## src/hdl/tbs_pkg.sv

```systemverilog
// ----------------------------------------------------------------------------
// tbs_pkg
// Shared types and constants for the token bucket shaper.
// ----------------------------------------------------------------------------
package tbs_pkg;

    localparam int ID_W      = 16;
    localparam int NEED_W    = 10;
    localparam int LEVEL_W   = 10;
    localparam int QLEVEL_W  = 5;
    localparam int CODE_W    = 3;

    localparam logic [LEVEL_W-1:0] DEPTH_RESET = 10'd10;

    typedef enum logic [CODE_W-1:0] {
        EV_DROP_NEED        = 3'd0,
        EV_DROP_FULL        = 3'd1,
        EV_QUEUED           = 3'd2,
        EV_QUEUED_PASSED    = 3'd3,
        EV_TOKEN_DROP       = 3'd4,
        EV_TOKEN_ADD        = 3'd5,
        EV_TOKEN_ADD_PASSED = 3'd6
    } event_code_t;

    typedef struct packed {
        logic [ID_W-1:0]   id;
        logic [NEED_W-1:0] need;
    } wait_entry_t;

    // queue control from the shaper datapath
    typedef struct packed {
        logic        push;
        logic        pop;
        wait_entry_t entry;
    } queue_ctl_t;

    // queue status back to the datapath
    typedef struct packed {
        logic        empty;
        logic        full;
        wait_entry_t head;
    } queue_stat_t;

endpackage

```

## src/hdl/tbs_if.sv

```systemverilog
// ----------------------------------------------------------------------------
// tbs_if
// Valid/ready channels for shaper events and shaper results.
// ----------------------------------------------------------------------------
interface tbs_in_if
    import tbs_pkg::*;
();
    logic              valid;
    logic              ready;
    logic              func;
    logic [ID_W-1:0]   packet_id;
    logic [NEED_W-1:0] tokens_needed;

    modport source (output valid, output func, output packet_id, output tokens_needed,
                    input ready);
    modport sink   (input valid, input func, input packet_id, input tokens_needed,
                    output ready);
endinterface

interface tbs_out_if
    import tbs_pkg::*;
();
    logic                valid;
    logic                ready;
    logic [CODE_W-1:0]   event_code;
    logic                passed_valid;
    logic [ID_W-1:0]     passed_id;
    logic [LEVEL_W-1:0]  token_level;
    logic [QLEVEL_W-1:0] queue_level;

    modport source (output valid, output event_code, output passed_valid,
                    output passed_id, output token_level, output queue_level,
                    input ready);
    modport sink   (input valid, input event_code, input passed_valid,
                    input passed_id, input token_level, input queue_level,
                    output ready);
endinterface

```

## src/hdl/token_bucket_shaper_core.sv

```systemverilog
// ----------------------------------------------------------------------------
// token_bucket_shaper_core
// Token bucket shaper with a waiting packet FIFO.
// ----------------------------------------------------------------------------
// One event (packet arrival or token tick) is accepted every clock cycle
// while the result side is not stalled; it passes the input register, then
// the result register, and the rate is set by the combinational decision
// logic between them together with the FIFO head register, which always
// holds the current head packet. The FIFO memory needs no clearing after
// reset. Write bucket_depth only while no events are in flight.
module token_bucket_shaper_core
    import tbs_pkg::*;
#(
    parameter int QUEUE_DEPTH = 16
) (
    input  logic               clk,
    input  logic               rst_n,
    input  logic               cfg_we,
    input  logic [LEVEL_W-1:0] cfg_wdata,
    tbs_in_if.sink             arrival,
    tbs_out_if.source          result
);

    localparam int FW = $clog2(QUEUE_DEPTH+1);

    // configuration and bucket state
    logic [LEVEL_W-1:0]  depth_reg;
    logic [LEVEL_W-1:0]  tokens_reg, tokens_next;

    // input register
    logic                s1_valid_reg;
    logic                s1_func_reg;
    logic [ID_W-1:0]     s1_id_reg;
    logic [NEED_W-1:0]   s1_need_reg;
    logic                s1_fire;

    // result register
    logic                out_valid_reg;
    event_code_t         out_code_reg, out_code_next;
    logic                out_passed_reg, out_passed_next;
    logic [ID_W-1:0]     out_id_reg, out_id_next;
    logic [LEVEL_W-1:0]  out_tokens_reg;
    logic [QLEVEL_W-1:0] out_qlevel_reg;

    queue_ctl_t          qctl;
    queue_stat_t         qstat;
    logic [FW-1:0]       fill;
    logic [FW-1:0]       fill_after;
    logic [LEVEL_W-1:0]  tokens_inc;
    logic                push_req, pop_req;

    tbs_queue #(
        .QUEUE_DEPTH (QUEUE_DEPTH)
    ) u_queue (
        .clk   (clk),
        .rst_n (rst_n),
        .ctl   (qctl),
        .stat  (qstat),
        .fill  (fill)
    );

    assign s1_fire       = s1_valid_reg && (!out_valid_reg || result.ready);
    assign arrival.ready = !s1_valid_reg || s1_fire;
    assign tokens_inc    = tokens_reg + LEVEL_W'(1);

    // decision for the transaction held in the input register
    always_comb
    begin
        tokens_next     = tokens_reg;
        out_code_next   = EV_DROP_NEED;
        out_passed_next = 1'b0;
        out_id_next     = '0;
        push_req        = 1'b0;
        pop_req         = 1'b0;
        if (!s1_func_reg)
        begin
            if (s1_need_reg > depth_reg)
            begin
                out_code_next = EV_DROP_NEED;
            end
            else if (qstat.full)
            begin
                out_code_next = EV_DROP_FULL;
            end
            else if (qstat.empty && (tokens_reg >= s1_need_reg))
            begin
                tokens_next     = tokens_reg - s1_need_reg;
                out_passed_next = 1'b1;
                out_id_next     = s1_id_reg;
                out_code_next   = EV_QUEUED_PASSED;
            end
            else
            begin
                push_req      = 1'b1;
                out_code_next = EV_QUEUED;
            end
        end
        else
        begin
            if (tokens_reg < depth_reg)
            begin
                tokens_next   = tokens_inc;
                out_code_next = EV_TOKEN_ADD;
                if (!qstat.empty && (qstat.head.need <= tokens_inc))
                begin
                    tokens_next     = tokens_inc - qstat.head.need;
                    out_passed_next = 1'b1;
                    out_id_next     = qstat.head.id;
                    pop_req         = 1'b1;
                    out_code_next   = EV_TOKEN_ADD_PASSED;
                end
            end
            else
            begin
                out_code_next = EV_TOKEN_DROP;
            end
        end
    end

    assign qctl.push       = s1_fire && push_req;
    assign qctl.pop        = s1_fire && pop_req;
    assign qctl.entry.id   = s1_id_reg;
    assign qctl.entry.need = s1_need_reg;

    assign fill_after = push_req ? fill + FW'(1) :
                        pop_req  ? fill - FW'(1) : fill;

    always_ff @(posedge clk or negedge rst_n)
    begin
        if (!rst_n)
        begin
            depth_reg     <= DEPTH_RESET;
            tokens_reg    <= '0;
            s1_valid_reg  <= 1'b0;
            out_valid_reg <= 1'b0;
        end
        else
        begin
            if (cfg_we)
            begin
                depth_reg <= cfg_wdata;
            end
            if (arrival.ready)
            begin
                s1_valid_reg <= arrival.valid;
            end
            if (s1_fire)
            begin
                tokens_reg    <= tokens_next;
                out_valid_reg <= 1'b1;
            end
            else if (result.ready)
            begin
                out_valid_reg <= 1'b0;
            end
        end
    end

    always_ff @(posedge clk)
    begin
        if (arrival.valid && arrival.ready)
        begin
            s1_func_reg <= arrival.func;
            s1_id_reg   <= arrival.packet_id;
            s1_need_reg <= arrival.tokens_needed;
        end
        if (s1_fire)
        begin
            out_code_reg   <= out_code_next;
            out_passed_reg <= out_passed_next;
            out_id_reg     <= out_id_next;
            out_tokens_reg <= tokens_next;
            out_qlevel_reg <= QLEVEL_W'(fill_after);
        end
    end

    assign result.valid        = out_valid_reg;
    assign result.event_code   = out_code_reg;
    assign result.passed_valid = out_passed_reg;
    assign result.passed_id    = out_id_reg;
    assign result.token_level  = out_tokens_reg;
    assign result.queue_level  = out_qlevel_reg;

`ifndef NO_ASSERTIONS
    a_push_pop_excl : assert property (@(posedge clk) disable iff (!rst_n)
        qctl.push |-> !qctl.pop)
        else $error("queue push and pop in the same cycle");

    a_pop_nonempty : assert property (@(posedge clk) disable iff (!rst_n)
        qctl.pop |-> !qstat.empty)
        else $error("pop from empty queue");

    a_fill_bound : assert property (@(posedge clk) disable iff (!rst_n)
        fill <= FW'(QUEUE_DEPTH))
        else $error("queue fill beyond depth");

    a_pass_code : assert property (@(posedge clk) disable iff (!rst_n)
        result.valid |-> (result.passed_valid ==
            ((result.event_code == EV_QUEUED_PASSED) ||
             (result.event_code == EV_TOKEN_ADD_PASSED))))
        else $error("passed flag disagrees with event code");
`endif

endmodule

```

## src/hdl/tbs_queue.sv

```systemverilog
// ----------------------------------------------------------------------------
// tbs_queue
// Waiting FIFO of packets; the head entry is kept in a read register.
// ----------------------------------------------------------------------------
module tbs_queue
    import tbs_pkg::*;
#(
    parameter int QUEUE_DEPTH = 16
) (
    input  logic                               clk,
    input  logic                               rst_n,
    input  queue_ctl_t                         ctl,
    output queue_stat_t                        stat,
    output logic [$clog2(QUEUE_DEPTH+1)-1:0]   fill
);

    localparam int AW = (QUEUE_DEPTH > 1) ? $clog2(QUEUE_DEPTH) : 1;
    localparam int FW = $clog2(QUEUE_DEPTH+1);
    localparam logic [AW-1:0] LAST_SLOT = AW'(QUEUE_DEPTH - 1);
    localparam logic [FW-1:0] FULL_FILL = FW'(QUEUE_DEPTH);

    wait_entry_t   mem [QUEUE_DEPTH];
    wait_entry_t   head_data_reg;
    logic [AW-1:0] head_reg, head_next;
    logic [AW-1:0] tail_reg, tail_next;
    logic [FW-1:0] fill_reg, fill_next;

    always_comb
    begin
        head_next = head_reg;
        tail_next = tail_reg;
        fill_next = fill_reg;
        if (ctl.pop)
        begin
            head_next = (head_reg == LAST_SLOT) ? '0 : head_reg + AW'(1);
            fill_next = fill_reg - FW'(1);
        end
        if (ctl.push)
        begin
            tail_next = (tail_reg == LAST_SLOT) ? '0 : tail_reg + AW'(1);
            fill_next = fill_reg + FW'(1);
        end
    end

    always_ff @(posedge clk or negedge rst_n)
    begin
        if (!rst_n)
        begin
            head_reg <= '0;
            tail_reg <= '0;
            fill_reg <= '0;
        end
        else
        begin
            head_reg <= head_next;
            tail_reg <= tail_next;
            fill_reg <= fill_next;
        end
    end

    // Head read register tracks mem[head]; bypass a write landing on the new head.
    always_ff @(posedge clk)
    begin
        if (ctl.push)
        begin
            mem[tail_reg] <= ctl.entry;
        end
        if (ctl.push && (tail_reg == head_next))
        begin
            head_data_reg <= ctl.entry;
        end
        else
        begin
            head_data_reg <= mem[head_next];
        end
    end

    assign stat.empty = (fill_reg == '0);
    assign stat.full  = (fill_reg >= FULL_FILL);
    assign stat.head  = head_data_reg;
    assign fill       = fill_reg;

endmodule

```

## src/flat_wrapper.sv

```systemverilog
// flat-port wrapper written by rule: the top's interface ports become plain ports
module token_bucket_shaper_core_flat import tbs_pkg::*;
#(
    parameter int QUEUE_DEPTH = 16
)
  (clk, rst_n, cfg_we, cfg_wdata, arrival_valid, arrival_func, arrival_packet_id, arrival_tokens_needed, arrival_ready, result_valid, result_event_code, result_passed_valid, result_passed_id, result_token_level, result_queue_level, result_ready);
  tbs_in_if arrival_i ();
  tbs_out_if result_i ();
  input  logic clk;
  input  logic rst_n;
  input  logic cfg_we;
  input  logic [LEVEL_W-1:0] cfg_wdata;
  input wire logic [$bits(arrival_i.valid)-1:0] arrival_valid;
  input wire logic [$bits(arrival_i.func)-1:0] arrival_func;
  input wire logic [$bits(arrival_i.packet_id)-1:0] arrival_packet_id;
  input wire logic [$bits(arrival_i.tokens_needed)-1:0] arrival_tokens_needed;
  output wire logic [$bits(arrival_i.ready)-1:0] arrival_ready;
  output wire logic [$bits(result_i.valid)-1:0] result_valid;
  output wire logic [$bits(result_i.event_code)-1:0] result_event_code;
  output wire logic [$bits(result_i.passed_valid)-1:0] result_passed_valid;
  output wire logic [$bits(result_i.passed_id)-1:0] result_passed_id;
  output wire logic [$bits(result_i.token_level)-1:0] result_token_level;
  output wire logic [$bits(result_i.queue_level)-1:0] result_queue_level;
  input wire logic [$bits(result_i.ready)-1:0] result_ready;
  assign arrival_i.valid = arrival_valid;
  assign arrival_i.func = arrival_func;
  assign arrival_i.packet_id = arrival_packet_id;
  assign arrival_i.tokens_needed = arrival_tokens_needed;
  assign arrival_ready = arrival_i.ready;
  assign result_valid = result_i.valid;
  assign result_event_code = result_i.event_code;
  assign result_passed_valid = result_i.passed_valid;
  assign result_passed_id = result_i.passed_id;
  assign result_token_level = result_i.token_level;
  assign result_queue_level = result_i.queue_level;
  assign result_i.ready = result_ready;
  token_bucket_shaper_core #(.QUEUE_DEPTH(QUEUE_DEPTH)) u_core (.clk(clk), .rst_n(rst_n), .cfg_we(cfg_we), .cfg_wdata(cfg_wdata), .arrival(arrival_i), .result(result_i));
endmodule
```

## config.mk

```make
export PLATFORM = sky130hd
export DESIGN_NAME = token_bucket_shaper_core_flat
export DESIGN_NICKNAME = d
export VERILOG_FILES = /design/src/hdl/tbs_pkg.sv /design/src/hdl/tbs_if.sv /design/src/hdl/token_bucket_shaper_core.sv /design/src/hdl/tbs_queue.sv /design/src/flat_wrapper.sv
export SDC_FILE = /design/constraint.sdc
export NUM_CORES = 1
export LEC_CHECK = 0
export ABC_AREA = 0
export BUFFER_PORTS_ARGS = -buffer_cell sky130_fd_sc_hd__clkbuf_2
export CAP_MARGIN = 40
export CORE_ASPECT_RATIO = 0.8
export CORE_MARGIN = 10
export CORE_UTILIZATION = 40
export CTS_CLUSTER_SIZE = 40
export DETAILED_ROUTE_END_ITERATION = 12
export PLACE_DENSITY_LB_ADDON = 0.3
export SLEW_MARGIN = 20
export SYNTH_ARGS = -nofsm -noshare
export SYNTH_HDL_FRONTEND = slang
export SYNTH_SLANG_ARGS = --single-unit
```

## constraint.sdc

```tcl
create_clock -name clk -period 6.3 [get_ports clk]
set_input_delay 1.575 -clock clk [delete_from_list [all_inputs] [get_ports clk]]
set_output_delay 1.575 -clock clk [all_outputs]
set_load 0.005 [all_outputs]
```

==> results of run 1 <==
## layer usage
| layer | share of wire (%) | vias to the layer above |
|---|---|---|
| met5 | 0 | - |
| met4 | 2.0 | 0 |
| met3 | 5.8 | 68 |
| met2 | 46 | 357 |
| met1 | 46 | 5895 |
| li1 | - | 4984 |
## worst paths after layout
| check | start | end | slack [ns] | cells past startpoint |
|---|---|---|---|---|
| min reg2reg | u_core.s1_valid_reg | u_core.result.valid | 0.50 | 1 |
| max in group asynchronous | rst_n | u_core.depth_reg[3] | 4.83 | 2 |
| max | flop | u_core.result.queue_level[1] | 1.43 | 13 |
| max reg2reg | flop | u_core.result.queue_level[1] | 1.43 | 13 |
| min in group asynchronous | rst_n | u_core.u_queue.tail_reg[0] | 0.89 | 1 |
| min | u_core.s1_valid_reg | u_core.result.valid | 0.50 | 1 |
## worst register-to-register path, cell delays in order, from the launching register on
cell	delay (ns)
dfxtp_4	0.73
buf_4	0.48
mux4_2	0.61
mux4_2	0.52
inv_1	0.15
ha_1	0.26
o211ai_1	0.12
o21ai_0	0.22
a31oi_1	0.18
or2_2	0.46
nor2_2	0.17
buf_4	0.37
a211oi_1	0.15
a211oi_1	0.28
## cell families (layout without fill, tap and decap cells)
logic type	count (synthesis)	in the layout	synth area share [%]
and+or+nand+nor	166	166	3.858
xor gates and xnor gates	30	30	1.218
buffers and inverters	104	281	1.978
muxes	142	142	14.17
DFF	517	517	71.00
adders and majority gates	49	49	2.912
AOI/OAI and AO/OA	146	146	4.868
## metrics by stage
stage	instance area [um^2]	setup slack [ns]	util (%)
after floorplan	21570	1.737	-
after global placement	23080	1.535	43.03
after detailed placement	23120	1.509	43.11
after CTS	24980	1.371	46.57
after global routing	24980	1.054	46.57
final	24980	1.427	46.57
## cell type report
cell class                 count  area share [%]
sequential                   517           61.34
clock buffer                  63           5.546
clock inverter                39           1.894
inverter                      56          0.8416
multi-input combinational    533           23.63
timing repair buffer         123           3.231
tap                          702           3.517
## power breakdown
part	internal (mW)	total [mW]	switching, mW
clock network	1.96	3.30	1.34
logic	1.49	3.16	1.67
registers	4.01	4.35	0.335
## placed cells by master, fill, tap and decap left out, drive strengths merged, types with 5 or more instances in the layout
| cell | netlist | routed |
|---|---|---|
| ha | 47 | 47 |
| o21ai | 35 | 35 |
| a211oi | 12 | 12 |
| and2 | 9 | 9 |
| nand3 | 14 | 14 |
| a21oi | 17 | 17 |
| buf | 21 | 45 |
| mux4 | 130 | 130 |
| nand4 | 5 | 5 |
| a22o | 18 | 18 |
| nor2b | 6 | 6 |
| mux2i | 6 | 6 |
| inv | 56 | 58 |
| xor2 | 7 | 7 |
| a2111oi | 5 | 5 |
| nor2 | 34 | 34 |
| nand2b | 9 | 9 |
| xnor2 | 23 | 23 |
| mux2 | 6 | 6 |
| a31oi | 6 | 6 |
| edfxtp | 478 | 478 |
| bufinv | 0 | 9 |
| nand2 | 40 | 40 |
| clkbuf | 27 | 141 |
| a221oi | 6 | 6 |
| nor3 | 27 | 27 |
| clkinv | 0 | 26 |
| dfrtp | 33 | 33 |
| a21o | 5 | 5 |
==> impl_metrics.toml, run 1 <==
[placement]
dp_hpwl_um = 32840
dp.cells = 1931
gp_congestion = 0.8991
portBuffers = 78

[critical_path]
worstPathRequired_ns = 6.70
start_kind = "flop"
cp-end-kind = "flop"
worstPathCellList = "buf_4 > mux4_2 > mux4_2 > inv_1 > ha_1 > o211ai_1 > o21ai_0 > a31oi_1 > or2_2 > nor2_2 > buf_4 > a211oi_1 > a211oi_1"
critical_path.top_delay_family = "multiplexers"
path_buf_inv = 3
crit_slowest_cell = "dfxtp_4"
worstPathArrival_ns = 5.28
path_max_fanout = 28
critPathKind = "flop to flop"
critPathMaxStageDelay_ns = 0.73

[synth]
synthMostInstantiatedCell = "edfxtp_1"
synth-edff-count = 478
synth_common_cells = "edfxtp_1, mux4_2, inv_1"
yosys-top-cells-area = "edfxtp_1, mux4_2, dfrtp_1"
ys_types = 72
async_reset_ff_share_pct = 6.770
ys_ff_latch = 517
synth_top_area_share_pct = 66.55
syn-cell-area_um2 = 21570
ys_seq_area_share_pct = 71.00
yosysTopAreaCell = "edfxtp_1"
synth_nets = 1245
yosysWarnings = 0
ys.flop_type = "edfxtp_1"
syn_inst = 1154
syn_avg_cell_area_um2 = 18.69

[route]
viasPerCell = 5.560
first_iter_violations = 999
antenna_left = 0
wl_per_cell_um = 25.15
drc = 0
vias = 11300
firstDrtPassIters = 5
wirelength_um = 51130

[timing]
fin_crit_ns = 4.873
post-route-period-util_pct = 77.35
finalHoldViolations = 0
drv_slew = 0
clock.fmax_mhz = 205.2
grt_setup_unrepaired = "false"
worst_pin_slew_ns = 0.8341
fin_skew_ns = 0.02481
tns_ns = 0
report.final.setup_viol = 0
maxSlewHeadroom_pct = 43.81
holdWs_ns = 0.4957

[grt]
grt_overflow = 0
grt_pass1_vias = 11500
gr-usage-met1_pct = 24.00
antenna_found_initial = 0
grt_pass1_wl_um = 76920
track_usage_pct = 16.25
grtUsageMet2_pct = 24.64
grt_max_degree = 44
met3_usage_pct = 2.581
busiest_layer = "met2"

[cts]
htree_levels = 2
ctsResizeCount = 0
clkLatencyLatePin_ns = 0.62
post-cts-setup-buffers = 0
path_clk_slew_ns = 0.06
cts_tree = "done"
cts_hold_buf = 0
cts_root_buffer = "clkbuf_16"
cts_max_path_buffers = 3
numCtsBuffers = 54
cts_num_sinks = 517

[layout]
multiInputGateArea_um2 = 5902
drive_gt1_share_pct = 27.57
nFillCells = 4530
diodes = 0
fin_cells = 2033
nets = 1376
syn2layout_area_growth_pct = 15.81
final-seq-area_um2 = 15320
largest_reg_flops = 416

[flow_run]
cap_violations = 0

[floorplan]
start_util_pct = 40.21
fp.dieH_um = 227.7
ios = 79
rows = 76
die_w_um = 279.6
core_area_um2 = 53630
die_area_um2 = 63660

[pwr]
irDropWorstVdd_mv = 0.2690
power.density_nw_per_um2 = 432.5
power.leakage_nw = 8.336
finalPower_mw = 10.80

[run_status]
status = "finished clean"

[worst_hold_path]
hold_path_class = "flop to flop"
(Power assumes the default switching activity.)
==> run 2: changes to the inputs <==
==> constraint.sdc (replaced) <==
create_clock -name clk -period 5 [get_ports clk]
set_input_delay 1.25 -clock clk [delete_from_list [all_inputs] [get_ports clk]]
set_output_delay 1.25 -clock clk [all_outputs]
set_load 0.005 [all_outputs]
==> run 2 against run 1 <==
Register-to-register slack worse by 0.70 ns. Sequential share of layout area is 0.19 points lower. Sequential power is 24% higher. Highest routed layer unchanged. First-iteration DRC count is 12% higher. Flip-flop and latch count stayed put. Global-route usage is 0.12 points lower. Critical endpoint is now u_core.result.passed_id[9].
==> impl_metrics.toml, run 2 (same netlist as run 1, synthesis figures left out) <==
[run_status]
status = "finished clean"

[grt]
grt_pass1_wl_um = 76550
track_usage_pct = 16.13
grt_pass1_vias = 11660
grt_overflow = 0
antenna_found_initial = 0
grt_max_degree = 33

[pwr]
finalPower_mw = 13.59
power.leakage_nw = 8.403
intPower_mw = 9.419
power.density_nw_per_um2 = 542.3
p_seq_share_pct = 39.8
irDropWorstVdd_mv = 0.2642
clkPwrFrac_pct = 30.5
switching_power_mw = 4.167
pwr-share-comb_pct = 29.8
switching_share_pct = 30.67

[route]
wl_per_cell_um = 24.99
antenna_left = 0
wirelength_um = 51050
firstDrtPassIters = 5
vias = 11470
drc = 0
first_iter_violations = 1121
viasPerCell = 5.615

[timing]
tns_ns = 0
maxSlewHeadroom_pct = 48.48
layout_setup_ws_ns = 0.7297
post-route-period-util_pct = 85.41
grt_setup_unrepaired = "false"
report.final.setup_viol = 0
finalHoldViolations = 0
worst_pin_slew_ns = 0.7676
holdWs_ns = 0.5086
drv_slew = 0
fin_skew_ns = 0.03027
clock.fmax_mhz = 234.2
fin_crit_ns = 4.270

[critical_path]
reg2reg_setup_slack_ns = 0.73
worstPathArrival_ns = 4.74
worstPathRequired_ns = 5.47
critPathKind = "flop to flop"
crit_cells = 12
crit_slowest_cell = "mux4_2"
critical_path.top_delay_family = "multiplexers"
ff2ff_path_depth = 12
worstPathCellList = "buf_4 > mux4_2 > mux4_2 > inv_1 > ha_1 > nor3_1 > nor2_1 > a31oi_1 > or2_2 > nor2_2 > buf_4 > a22o_1"
start_kind = "flop"
critPathMaxStageDelay_ns = 0.57
cp-end-kind = "flop"
path_buf_inv = 3
path_max_fanout = 18

[floorplan]
core_area_um2 = 53630
die_w_um = 279.6
fp.dieH_um = 227.7
start_util_pct = 40.21
rows = 76
die_area_um2 = 63660
ios = 79

[layout]
drive_gt1_share_pct = 28.71
final_area_um2 = 25050
largest_reg_flops = 416
multiInputGateArea_um2 = 5902
final-seq-area_um2 = 15320
final_common_cell = "edfxtp_1"
syn2layout_area_growth_pct = 16.16
diodes = 0
most-common-layout-cells = "edfxtp_1, mux4_2, clkbuf_2"
nFillCells = 4484
nets = 1390

[flow_run]
cap_violations = 0

[cts]
cts_tree = "done"
cts_num_sinks = 517
clkLatencyLatePin_ns = 0.61
post-cts-setup-buffers = 0
cts_hold_buf = 0
cts_max_path_buffers = 3
htree_levels = 2
path_clk_slew_ns = 0.06
ctsResizeCount = 0
cts_root_buffer = "clkbuf_16"
numCtsBuffers = 52

[placement]
portBuffers = 78
dp_slack_ns = 0.6784
dp_hpwl_um = 32470
gp_congestion = 0.9166
place_area_um2 = 23200

[worst_hold_path]
hold_depth = 1
hold_path_class = "flop to flop"
[run 2: stage by stage]
step	util (%)	cells
after floorplan	-	1154
after global placement	43.17	1943
after detailed placement	43.26	1946
after CTS	46.69	2042
after global routing	46.71	2043
final	46.71	2043
[run 2: cell type report]
cell class / instances / area share, %
Clock inverter: 35 / 1.943
Multi-Input combinational cell: 533 / 23.56
Timing Repair Buffer: 139 / 3.586
Clock buffer: 61 / 5.414
Tap cell: 702 / 3.506
Inverter: 56 / 0.8390
Sequential cell: 517 / 61.15
[run 2: worst reg2reg max path: stages, from the launching register on]
cell and delay [ns]:
dfxtp_4 0.53, buf_4 0.42, mux4_2 0.57, mux4_2 0.48
inv_1 0.12, ha_1 0.25, nor3_1 0.08, nor2_1 0.16
a31oi_1 0.17, or2_2 0.44, nor2_2 0.36, buf_4 0.38
a22o_1 0.20
[run 2: power by group through the flow]
stage                     Clock [mW]  Sequential [mW]  Combinational [mW]
final                           4.14             5.40                4.04
after global routing            4.40             5.45                4.44
after CTS                       4.24             5.41                4.05
after detailed placement           0             5.50                4.03
after global placement             0             5.49                4.00
after floorplan                    0             5.31                3.05
[run 2: routing by layer]
layer	GRT usage (%)	wire, um	vias up	part of all wire, %
li1	-	-	4994	-
met1	23.40	23080	6061	45
met2	24.86	23810	356	47
met3	2.959	3350	61	6.6
met4	4.127	806	0	1.6
met5	0	0	-	0
[run 2: worst paths after layout]
| kind | startpoint | endpoint |
|---|---|---|
| setup / recovery | flop | u_core.result.passed_id[9] |
| hold / removal | u_core.s1_valid_reg | u_core.result.valid |
| setup reg to reg | flop | u_core.result.passed_id[9] |
| hold reg to reg | u_core.s1_valid_reg | u_core.result.valid |
| max in group asynchronous | rst_n | u_core.depth_reg[1] |
| min in group asynchronous | rst_n | u_core.u_queue.fill[3] |
